### src/rtl/ps2km_pkg.sv
// Package for the PS/2 keyboard to key matrix core: operation codes, field
// widths, the matrix port struct and the two ROM keymaps with their lookup.
// No dependencies.
package ps2km_pkg;

    localparam int KM_ENTRIES    = 131;
    localparam int MATRIX_ROWS_D = 15;
    localparam int KEYMAP_LEN_D  = 131;
    localparam int ROW_W         = 4;

    localparam logic [7:0] CODE_RELEASE = 8'hF0;
    localparam logic [7:0] CODE_EXTEND  = 8'hE0;
    localparam logic [7:0] ROW_IDLE     = 8'hFF;
    localparam logic [7:0] NK           = 8'hB7;
    localparam logic [3:0] RX_FRAME_END = 4'd11;
    localparam logic [3:0] TX_ACK_STEP  = 4'd12;
    localparam logic [3:0] TX_PAR_STEP  = 4'd10;
    localparam logic [3:0] TX_LAST_DATA = 4'd9;
    localparam logic [3:0] TX_FIRST_DATA = 4'd2;

    typedef enum logic [1:0] {
        OP_EDGE  = 2'd0,
        OP_START = 2'd1,
        OP_READ  = 2'd2,
        OP_NONE  = 2'd3
    } t_op;

    typedef struct packed {
        logic             rd_en;
        logic [ROW_W-1:0] rd_row;
        logic             wr_en;
        logic [ROW_W-1:0] wr_row;
        logic [7:0]       wr_data;
    } t_mat_req;

    typedef logic [7:0] t_keymap [0:KM_ENTRIES-1];

    localparam t_keymap KM_A_NORM = '{
        NK, NK, 8'h71, 8'h67, 8'h65, 8'h66, NK, NK,
        NK, NK, NK, 8'h70, 8'h73, NK, NK, NK,
        8'h64, 8'h60, NK, 8'h61, 8'h46, 8'h01, NK, NK,
        NK, 8'h57, 8'h50, 8'h26, 8'h54, 8'h02, NK, NK,
        8'h30, 8'h55, 8'h31, 8'h32, 8'h04, 8'h03, NK, NK,
        8'h80, 8'h53, 8'h33, 8'h51, 8'h47, 8'h05, NK, NK,
        8'h43, 8'h27, 8'h35, 8'h34, 8'h56, 8'h06, NK, NK,
        NK, 8'h42, 8'h37, 8'h52, 8'h07, 8'h10, NK, NK,
        8'h22, 8'h40, 8'h36, 8'h44, 8'h00, 8'h11, NK, NK,
        8'h23, 8'h25, 8'h41, 8'h17, 8'h45, 8'h12, NK, NK,
        8'h24, 8'h20, NK, 8'h15, 8'h13, NK, NK, 8'h63,
        8'h60, 8'h77, 8'h16, NK, 8'h21, NK, NK, NK,
        8'h14, NK, NK, NK, NK, 8'h75, NK, NK,
        8'h01, NK, 8'h04, 8'h07, 8'h23, NK, NK, 8'h00,
        8'h22, 8'h02, 8'h05, 8'h06, 8'h10, 8'h72, NK, NK,
        NK, 8'h03, 8'h12, NK, 8'h11, NK, NK, NK,
        NK, NK, NK
    };

    localparam t_keymap KM_A_EXT = '{
        NK, NK, NK, NK, NK, NK, NK, NK,
        NK, NK, NK, NK, NK, NK, NK, NK,
        8'h62, NK, NK, 8'h42, NK, NK, NK, NK,
        NK, NK, NK, NK, NK, NK, 8'h62, NK,
        NK, NK, NK, NK, NK, NK, 8'h64, NK,
        NK, NK, NK, NK, NK, NK, 8'h80, NK,
        NK, NK, NK, NK, NK, NK, NK, NK,
        NK, NK, NK, NK, NK, NK, NK, NK,
        NK, NK, NK, NK, NK, NK, NK, NK,
        NK, 8'h24, NK, NK, NK, NK, NK, NK,
        NK, NK, NK, NK, NK, NK, NK, NK,
        NK, 8'h77, NK, NK, NK, NK, NK, NK,
        NK, NK, NK, NK, NK, NK, NK, NK,
        NK, NK, 8'h84, 8'h81, NK, NK, NK, 8'h82,
        8'h83, 8'h86, NK, 8'h87, 8'h85, NK, NK, NK,
        NK, 8'h76, NK, NK, 8'h74, NK, NK, NK,
        NK, NK, NK
    };

    localparam t_keymap KM_B_NORM = '{
        NK, NK, 8'h71, 8'h67, 8'h65, 8'h66, NK, NK,
        NK, NK, NK, 8'h70, 8'h73, NK, NK, NK,
        8'h64, 8'h60, NK, 8'h61, 8'h46, 8'h01, NK, NK,
        NK, 8'h57, 8'h50, 8'h26, 8'h54, 8'h02, NK, NK,
        8'h30, 8'h55, 8'h31, 8'h32, 8'h04, 8'h03, NK, NK,
        8'h80, 8'h53, 8'h33, 8'h51, 8'h47, 8'h05, NK, NK,
        8'h43, 8'h27, 8'h35, 8'h34, 8'h56, 8'h06, NK, NK,
        NK, 8'h42, 8'h37, 8'h52, 8'h07, 8'h10, NK, NK,
        8'h22, 8'h40, 8'h36, 8'h44, 8'h00, 8'h11, NK, NK,
        8'h23, 8'h24, 8'h41, 8'h21, 8'h45, 8'h12, NK, NK,
        8'h25, 8'h17, NK, 8'h15, 8'h13, NK, NK, 8'h63,
        8'h60, 8'h77, 8'h16, NK, 8'h21, NK, NK, NK,
        8'h14, NK, NK, NK, NK, 8'h75, NK, NK,
        8'h01, NK, 8'h04, 8'h07, 8'h23, NK, NK, 8'h00,
        8'h22, 8'h02, 8'h05, 8'h06, 8'h10, 8'h72, NK, NK,
        8'h90, 8'h03, 8'h91, 8'h92, 8'h11, NK, NK, NK,
        NK, NK, NK
    };

    localparam t_keymap KM_B_EXT = '{
        NK, NK, NK, NK, NK, NK, NK, NK,
        NK, NK, NK, NK, NK, NK, NK, NK,
        8'h62, NK, NK, 8'h42, NK, NK, NK, NK,
        NK, NK, NK, NK, NK, NK, 8'h62, NK,
        NK, NK, NK, NK, NK, NK, 8'h64, NK,
        NK, NK, NK, NK, NK, NK, 8'h80, NK,
        NK, NK, NK, NK, NK, NK, NK, NK,
        NK, NK, NK, NK, NK, NK, NK, NK,
        NK, NK, NK, NK, NK, NK, NK, NK,
        NK, 8'h94, NK, NK, NK, NK, NK, NK,
        NK, NK, NK, NK, NK, NK, NK, NK,
        NK, 8'h77, NK, NK, NK, NK, NK, NK,
        NK, NK, NK, NK, NK, NK, NK, NK,
        NK, NK, 8'h84, 8'h81, NK, NK, NK, 8'h82,
        8'h83, 8'h86, NK, 8'h87, 8'h85, NK, NK, NK,
        NK, 8'h76, NK, NK, 8'h74, NK, NK, NK,
        NK, NK, NK
    };

    function automatic logic [7:0] keymap_entry(input logic sel, input logic ext,
                                                input logic [7:0] code);
        logic [7:0] idx;
        logic [7:0] entry;
        idx   = code - 8'd1;
        entry = NK;
        if (idx < 8'(KM_ENTRIES)) begin
            case ({sel, ext})
                2'b00:   entry = KM_A_NORM[idx];
                2'b01:   entry = KM_A_EXT[idx];
                2'b10:   entry = KM_B_NORM[idx];
                2'b11:   entry = KM_B_EXT[idx];
                default: entry = NK;
            endcase
        end
        return entry;
    endfunction

endpackage

### src/rtl/ps2km_matrix.sv
// Key matrix store: one synchronous row memory with per-row valid bits so
// that unwritten rows read as all ones, plus write-to-read forwarding.
// Depends on ps2km_pkg.
module ps2km_matrix #(
    parameter int MATRIX_ROWS = ps2km_pkg::MATRIX_ROWS_D
) (
    input  logic                i_clk,
    input  logic                i_rst_n,
    input  ps2km_pkg::t_mat_req i_req,
    output logic [7:0]          o_rd_data
);

    localparam int IDX_W = $clog2(MATRIX_ROWS);

    logic [7:0]             mem [MATRIX_ROWS];
    logic [MATRIX_ROWS-1:0] r_row_valid;
    logic [7:0]             r_q;
    logic                   r_q_ok;
    logic                   r_fwd;
    logic [7:0]             r_fwd_data;
    logic [IDX_W-1:0]       rd_idx;
    logic [IDX_W-1:0]       wr_idx;

    assign rd_idx = i_req.rd_row[IDX_W-1:0];
    assign wr_idx = i_req.wr_row[IDX_W-1:0];

    always_ff @(posedge i_clk) begin
        if (i_req.wr_en) begin
            mem[wr_idx] <= i_req.wr_data;
        end
        if (i_req.rd_en) begin
            r_q        <= mem[rd_idx];
            r_fwd_data <= i_req.wr_data;
        end
    end

    always_ff @(posedge i_clk) begin
        if (!i_rst_n) begin
            r_row_valid <= '0;
            r_q_ok      <= 1'b0;
            r_fwd       <= 1'b0;
        end else begin
            if (i_req.wr_en) begin
                r_row_valid[wr_idx] <= 1'b1;
            end
            if (i_req.rd_en) begin
                r_q_ok <= r_row_valid[rd_idx];
                r_fwd  <= i_req.wr_en && (wr_idx == rd_idx);
            end
        end
    end

    assign o_rd_data = r_fwd  ? r_fwd_data :
                       r_q_ok ? r_q        : ps2km_pkg::ROW_IDLE;

endmodule

### src/rtl/ps2_keyboard_to_key_matrix_core.sv
// PS/2 keyboard host port that keeps an active-low key matrix; top level.
// Depends on ps2km_pkg and ps2km_matrix.
//
// Each input item is one event: a falling keyboard clock edge with the sampled
// data bit, a request to send a command byte, or a read of one matrix row.
// Every item returns exactly one result item. The block takes one item per
// cycle unless a stalled output holds it back; each item passes through the
// s1 stage register and then the output register. The key matrix lives in a
// single row memory with a registered read: a completed scan code reads its
// row when the item is taken and writes the updated row as the item moves on
// to the output register, with forwarding to a read of the same row in that
// cycle. Rows that were never written read as all ones through per-row
// valid bits, so no clearing pass follows reset. Change keymap_select only
// while no item is in flight.
module ps2_keyboard_to_key_matrix_core #(
    parameter int MATRIX_ROWS   = ps2km_pkg::MATRIX_ROWS_D,
    parameter int KEYMAP_LENGTH = ps2km_pkg::KEYMAP_LEN_D
) (
    input  logic        i_clk,
    input  logic        i_rst_n,
    input  logic        i_cfg_wr_en,
    input  logic        i_cfg_wr_data,  // keymap_select
    input  logic        i_s_tvalid,
    output logic        o_s_tready,
    input  logic [15:0] i_s_tdata,      // data_bit, command_byte[8:1], row_index[12:9]
    input  logic [1:0]  i_s_tuser,      // operation
    output logic        o_m_tvalid,
    input  logic        i_m_tready,
    output logic [23:0] o_m_tdata       // data_pull_low, sending, ack_level,
                                        // last_code[10:3], row_bits[18:11]
);

    localparam int RW = ps2km_pkg::ROW_W;

    ps2km_pkg::t_op op;
    logic           in_bit;
    logic [7:0]     in_cmd;
    logic [RW-1:0]  in_row;
    logic           accept;
    logic           s1_move;

    logic           r_keymap_sel;
    logic [7:0]     r_rx_shift,  n_rx_shift;
    logic [3:0]     r_rx_pos,    n_rx_pos;
    logic           r_rel,       n_rel;
    logic           r_ext,       n_ext;
    logic [7:0]     r_last_code, n_last_code;
    logic           r_tx_active, n_tx_active;
    logic [3:0]     r_tx_step,   n_tx_step;
    logic [7:0]     r_tx_shift,  n_tx_shift;
    logic           r_tx_parity, n_tx_parity;
    logic           r_ack,       n_ack;
    logic           n_pull;

    logic           mod_en;
    logic           mod_set;
    logic [RW-1:0]  mod_row;
    logic [2:0]     mod_col;
    logic           rd_req;
    logic [7:0]     entry;

    logic           r_s1_valid;
    logic           r_s1_read;
    logic           r_s1_mod;
    logic           r_s1_set;
    logic [RW-1:0]  r_s1_row;
    logic [2:0]     r_s1_col;
    logic           r_s1_pull;
    logic           r_s1_send;
    logic           r_s1_ack;
    logic [7:0]     r_s1_code;

    logic           r_out_valid;
    logic [23:0]    r_out_data;

    logic [7:0]     row_data;
    logic [7:0]     col_mask;
    ps2km_pkg::t_mat_req mat_req;

    assign op     = ps2km_pkg::t_op'(i_s_tuser);
    assign in_bit = i_s_tdata[0];
    assign in_cmd = i_s_tdata[8:1];
    assign in_row = i_s_tdata[12:9];

    assign s1_move    = r_s1_valid && (!r_out_valid || i_m_tready);
    assign o_s_tready = !r_s1_valid || s1_move;
    assign accept     = i_s_tvalid && o_s_tready;

    always_comb begin
        n_rx_shift  = r_rx_shift;
        n_rx_pos    = r_rx_pos;
        n_rel       = r_rel;
        n_ext       = r_ext;
        n_last_code = r_last_code;
        n_tx_active = r_tx_active;
        n_tx_step   = r_tx_step;
        n_tx_shift  = r_tx_shift;
        n_tx_parity = r_tx_parity;
        n_ack       = r_ack;
        mod_en      = 1'b0;
        mod_set     = r_rel;
        entry       = ps2km_pkg::keymap_entry(r_keymap_sel, r_ext, r_rx_shift);
        mod_row     = entry[7:4];
        mod_col     = entry[2:0];
        rd_req      = 1'b0;
        case (op)
            ps2km_pkg::OP_EDGE: begin
                if (r_tx_active) begin
                    n_tx_step = r_tx_step + 4'd1;
                    if (n_tx_step >= ps2km_pkg::TX_ACK_STEP) begin
                        n_ack       = in_bit;
                        n_tx_active = 1'b0;
                    end
                end else begin
                    if (r_rx_pos >= 4'd1 && r_rx_pos <= 4'd8) begin
                        n_rx_shift = r_rx_shift | (8'(in_bit) << 3'(r_rx_pos - 4'd1));
                    end
                    n_rx_pos = r_rx_pos + 4'd1;
                    if (n_rx_pos >= ps2km_pkg::RX_FRAME_END) begin
                        n_last_code = r_rx_shift;
                        n_rx_shift  = '0;
                        n_rx_pos    = '0;
                        if (r_rx_shift == ps2km_pkg::CODE_RELEASE) begin
                            n_rel = 1'b1;
                        end else if (r_rx_shift == ps2km_pkg::CODE_EXTEND) begin
                            n_ext = 1'b1;
                        end else begin
                            n_rel  = 1'b0;
                            n_ext  = 1'b0;
                            mod_en = (r_rx_shift != 8'd0)
                                  && ({1'b0, r_rx_shift} <= 9'(KEYMAP_LENGTH))
                                  && ({1'b0, r_rx_shift} <= 9'(ps2km_pkg::KM_ENTRIES))
                                  && ({1'b0, entry[7:4]} < 5'(MATRIX_ROWS))
                                  && !entry[3];
                        end
                    end
                end
            end
            ps2km_pkg::OP_START: begin
                n_tx_active = 1'b1;
                n_tx_step   = '0;
                n_tx_shift  = in_cmd;
                n_tx_parity = ~^in_cmd;
                n_ack       = 1'b1;
            end
            ps2km_pkg::OP_READ: begin
                rd_req = {1'b0, in_row} < 5'(MATRIX_ROWS);
            end
            default: begin
            end
        endcase
    end

    always_comb begin
        n_pull = 1'b0;
        if (n_tx_active) begin
            if (n_tx_step < ps2km_pkg::TX_FIRST_DATA) begin
                n_pull = 1'b1;
            end else if (n_tx_step <= ps2km_pkg::TX_LAST_DATA) begin
                n_pull = ~n_tx_shift[3'(n_tx_step - ps2km_pkg::TX_FIRST_DATA)];
            end else if (n_tx_step == ps2km_pkg::TX_PAR_STEP) begin
                n_pull = ~n_tx_parity;
            end
        end
    end

    always_ff @(posedge i_clk) begin
        if (!i_rst_n) begin
            r_keymap_sel <= 1'b0;
            r_rx_shift   <= '0;
            r_rx_pos     <= '0;
            r_rel        <= 1'b0;
            r_ext        <= 1'b0;
            r_last_code  <= '0;
            r_tx_active  <= 1'b0;
            r_tx_step    <= '0;
            r_tx_shift   <= '0;
            r_tx_parity  <= 1'b0;
            r_ack        <= 1'b1;
        end else begin
            if (i_cfg_wr_en) begin
                r_keymap_sel <= i_cfg_wr_data;
            end
            if (accept) begin
                r_rx_shift  <= n_rx_shift;
                r_rx_pos    <= n_rx_pos;
                r_rel       <= n_rel;
                r_ext       <= n_ext;
                r_last_code <= n_last_code;
                r_tx_active <= n_tx_active;
                r_tx_step   <= n_tx_step;
                r_tx_shift  <= n_tx_shift;
                r_tx_parity <= n_tx_parity;
                r_ack       <= n_ack;
            end
        end
    end

    always_ff @(posedge i_clk) begin
        if (!i_rst_n) begin
            r_s1_valid  <= 1'b0;
            r_s1_read   <= 1'b0;
            r_s1_mod    <= 1'b0;
            r_out_valid <= 1'b0;
        end else begin
            if (accept) begin
                r_s1_valid <= 1'b1;
                r_s1_read  <= rd_req;
                r_s1_mod   <= mod_en;
            end else if (s1_move) begin
                r_s1_valid <= 1'b0;
                r_s1_mod   <= 1'b0;
            end
            if (s1_move) begin
                r_out_valid <= 1'b1;
            end else if (i_m_tready) begin
                r_out_valid <= 1'b0;
            end
        end
    end

    always_ff @(posedge i_clk) begin
        if (accept) begin
            r_s1_set  <= mod_set;
            r_s1_row  <= mod_row;
            r_s1_col  <= mod_col;
            r_s1_pull <= n_pull;
            r_s1_send <= n_tx_active;
            r_s1_ack  <= n_ack;
            r_s1_code <= n_last_code;
        end
        if (s1_move) begin
            r_out_data <= {5'd0,
                           r_s1_read ? row_data : ps2km_pkg::ROW_IDLE,
                           r_s1_code, r_s1_ack, r_s1_send, r_s1_pull};
        end
    end

    assign col_mask = 8'd1 << r_s1_col;

    always_comb begin
        mat_req.rd_en   = accept && (rd_req || mod_en);
        mat_req.rd_row  = mod_en ? mod_row : in_row;
        mat_req.wr_en   = s1_move && r_s1_mod;
        mat_req.wr_row  = r_s1_row;
        mat_req.wr_data = r_s1_set ? (row_data | col_mask) : (row_data & ~col_mask);
    end

    ps2km_matrix #(
        .MATRIX_ROWS(MATRIX_ROWS)
    ) u_matrix (
        .i_clk    (i_clk),
        .i_rst_n  (i_rst_n),
        .i_req    (mat_req),
        .o_rd_data(row_data)
    );

    assign o_m_tvalid = r_out_valid;
    assign o_m_tdata  = r_out_data;

endmodule

### config.mk
export PLATFORM = sky130hd
export DESIGN_NAME = ps2_keyboard_to_key_matrix_core
export DESIGN_NICKNAME = d
export VERILOG_FILES = /design/src/rtl/ps2km_pkg.sv /design/src/rtl/ps2km_matrix.sv /design/src/rtl/ps2_keyboard_to_key_matrix_core.sv
export SDC_FILE = /design/constraint.sdc
export NUM_CORES = 1
export LEC_CHECK = 0
export BUFFER_PORTS_ARGS = -buffer_cell sky130_fd_sc_hd__buf_2
export CAP_MARGIN = 20
export CORE_MARGIN = 4
export CORE_UTILIZATION = 36
export CTS_BUF_LIST = sky130_fd_sc_hd__clkbuf_8
export DETAILED_ROUTE_END_ITERATION = 8
export PLACE_DENSITY_LB_ADDON = 0.3
export SYNTH_ARGS = -nofsm -noshare
export SYNTH_HDL_FRONTEND = slang
export SYNTH_SLANG_ARGS = --single-unit
### constraint.sdc
create_clock -name i_clk -period 6.3 [get_ports i_clk]
set_clock_uncertainty 0.2 [all_clocks]
set_input_delay 1.575 -clock i_clk [delete_from_list [all_inputs] [get_ports i_clk]]
set_output_delay 1.575 -clock i_clk [all_outputs]
set_load 0.01 [all_outputs]
==> reports/results.ini <==
[cts]
insertion_delay_ns=0.55
cts_hold_buffers=0
clk_pin_slew_ns=0.07
cts_setup_buffers=0
clock_sink_count=233
cts_tree=built
h-tree-depth=2
cts_resized=0
numCtsBuffers=38
clockBufferDepth=3
root_buffer=clkbuf_8

[final_layout]
design_area_um2=14300
n_antenna_cell=0
area_growth_pct=10.5
num-nets-final=1304
layout-drive-gt1-share_pct=13.4
fin_util_pct=40.3

[global_route]
grt_pass1_wl_um=54600
gr-usage-met3_pct=3.63
antenna_found_initial=0
use_met1_pct=26.2
grtUsageTotal_pct=17.6
met2_usage_pct=25.0
grt-ovfl-total=0
grt_pass1_vias=9511
busiest_layer=met1
grt_max_degree=75

[routing]
drtIter0Drc=1104
routed_wl_um=35300
dr.pass1.iters=5
viasPerCell=5.69
num_vias=9949
drtAntennaViolNets=0
wire_per_inst_um=20.2
drcViolationCount=0

[run_status]
outcome=completed

[setup_path]
crit_path_start_kind=register
rrSetupSlack_ns=0.74
reg2reg_to=u_matrix.r_q_ok
path_class=register to register
worstPathArrival_ns=5.80
reg2reg_from=r_rx_shift[1]
worstPathRequired_ns=6.54
ff2ff_path_depth=16
end_kind=register
critPathMaxFanout=15

[synth]
yosys-top-cells-area=edfxtp_1 40%, dfxtp_1 9.1%, mux2i_1 8.7%
netlist_area_um2=12900
syn_avg_cell_area_um2=10.5
synth_top_area_share_pct=40.4
synth.distinct_cells=96
ys_ff_latch=233
synth.most_common_cell=edfxtp_1
dominantRegCellSynth=edfxtp_1
synthArstFlopShare_pct=0
yosysWarnings=0
synthTopCellsByCount=174 x edfxtp_1, 114 x nand2_1, 112 x mux2i_1
synth-seq-area-share_pct=49.5
syn_inst=1235
yosysTopAreaCell=edfxtp_1
synth_edf_count=174

[sta]
slew_violations=0
hold_viol_final=0
min_period_ns=5.56
rsz0062_at_grt=no
timing.final.setup_violations=0
fin_crit_sh_pct=88.2
setup_tns_ns=0
max_freq_mhz=180
timing.final.ws_setup_ns=0.742
worst_pin_slew_ns=1.03
max-slew-margin-rel_pct=31.1

[worst_hold_path]
hold_class=register to register
holdPathEnd=o_m_tdata[7]
hold_depth=0
hp-start=r_s1_code[4]

[placed_design]
io_buffers=41
gp_congestion=0.986
hpwl_um=24000
placed_area_um2=13600
dp_worst_setup_slack_ns=0.834

[power]
vdd_drop_max_mv=0.115
powerDensity_nw_per_um2=213
p_leak_nw=5.09

[floorplan]
num_rows=69
core_um2=35500
die-area_um2=39000
dieHeight_um=198
dieWidth_um=198
io_pins=50
start_util_pct=36.4

[flow_run]
cap_violations=0

[routing by layer]
| metal | vias up | share of wire, % |
|---|---|---|
| met4 | 0 | 3.7 |
| met5 | - | 0 |
| met3 | 87 | 7.8 |
| met1 | 4739 | 47 |
| li1 | 4693 | - |
| met2 | 430 | 41 |
[placed cells by master, fill, tap and decap left out, types with 7 or more instances in the layout]
master / netlist / layout
nor3_1: 23 / 23
a211oi_1: 12 / 12
a21boi_0: 20 / 20
buf_4: 14 / 37
nor2b_1: 19 / 19
nor4_1: 7 / 7
a221oi_1: 7 / 7
o21a_1: 24 / 24
nand2b_1: 20 / 20
a22oi_1: 9 / 9
o221ai_1: 8 / 8
mux2i_1: 112 / 112
inv_1: 21 / 33
xor2_1: 10 / 10
edfxtp_1: 174 / 174
nand2_1: 114 / 114
xnor2_1: 15 / 15
clkinv_1: 2 / 7
o211a_1: 8 / 8
clkbuf_8: 0 / 43
and2_1: 12 / 12
o2111ai_1: 7 / 7
o211ai_1: 13 / 13
nor2_1: 101 / 101
nand3b_1: 9 / 9
a31oi_1: 11 / 11
dfxtp_1: 59 / 59
mux2_2: 14 / 14
ha_1: 18 / 18
nand3_1: 29 / 29
buf_2: 20 / 41
a21oi_1: 71 / 70
a311oi_1: 7 / 7
o21ai_0: 46 / 46
[worst max-delay path, cell delays in order, from the launching register on]
cell and delay (ns):
dfxtp_1 0.56, inv_1 0.22, ha_1 0.26, xnor2_1 0.17, buf_4 0.21, nor3_1 0.76
mux2i_1 0.17, o21ai_0 0.30, o211ai_1 0.21, a31oi_2 0.43, or3_1 0.22, o21ba_1 0.80
buf_4 0.35, mux2i_1 0.20, a2bb2oi_1 0.09, a41oi_2 0.20, a21boi_1 0.08
[stage by stage]
stage               std cells  power [mW]  hold slack (ns)
global route             1749        3.17            0.232
detailed placement       1683        1.87            0.211
CTS                      1749        3.08            0.227
floorplan                1239        1.82            0.200
global placement         1683        1.87            0.204
finish                   1749        3.04            0.223
[state kept, by name (all words and copies together) (netlist names), 3 cells and up]
name / flops
r_rx_pos: 4
r_s1_col: 3
r_s1_code: 8
u_matrix.r_fwd_data: 8
r_tx_step: 4
u_matrix.r_q: 8
o_m_tdata: 19
u_matrix.r_row_valid: 15
u_matrix.mem: 120
r_last_code: 8
r_rx_shift: 8
r_tx_shift: 8
r_s1_row: 4
[where the power goes]
| part | internal, mW | switching [mW] |
|---|---|---|
| Combinational | 0.0658 | 0.102 |
| Sequential | 1.65 | 0.0134 |
| Clock | 0.625 | 0.583 |
| Total | 2.35 | 0.698 |
[layout make-up]
| cell class | instances | area [um2] |
|---|---|---|
| clock inverters | 23 | 103 |
| fillers | 3408 | 21200 |
| flip-flops and latches | 233 | 6410 |
| inverters | 25 | 93.8 |
| clock buffers | 43 | 592 |
| well taps | 461 | 577 |
| repair buffers | 80 | 523 |
| multi-input cells | 884 | 5990 |
[worst max path at each step]
stage                  startpoint         endpoint  slack (ns)  cells past startpoint
floorplan           r_rx_shift[0]  u_matrix.r_q_ok        1.00                     21
global placement    r_rx_shift[1]  u_matrix.r_q_ok        0.82                     16
detailed placement  r_rx_shift[1]  u_matrix.r_q_ok        0.83                     16
CTS                 r_rx_shift[1]  u_matrix.r_q_ok        0.85                     16
global route        r_rx_shift[1]  u_matrix.r_q_ok        0.45                     16
finish              r_rx_shift[1]  u_matrix.r_q_ok        0.74                     16
[cell families after synthesis]
group                      synth area share (%)
xor gates and xnor gates                   1.82
other                                    0.0290
muxes                                      10.3
AOI/OAI and AO/OA                          17.8
and+or+nand+nor                            14.3
DFF                                        49.5
adders and majority gates                  1.74
buffers and inverters                      4.40
Power figures use the tool's default switching activity.
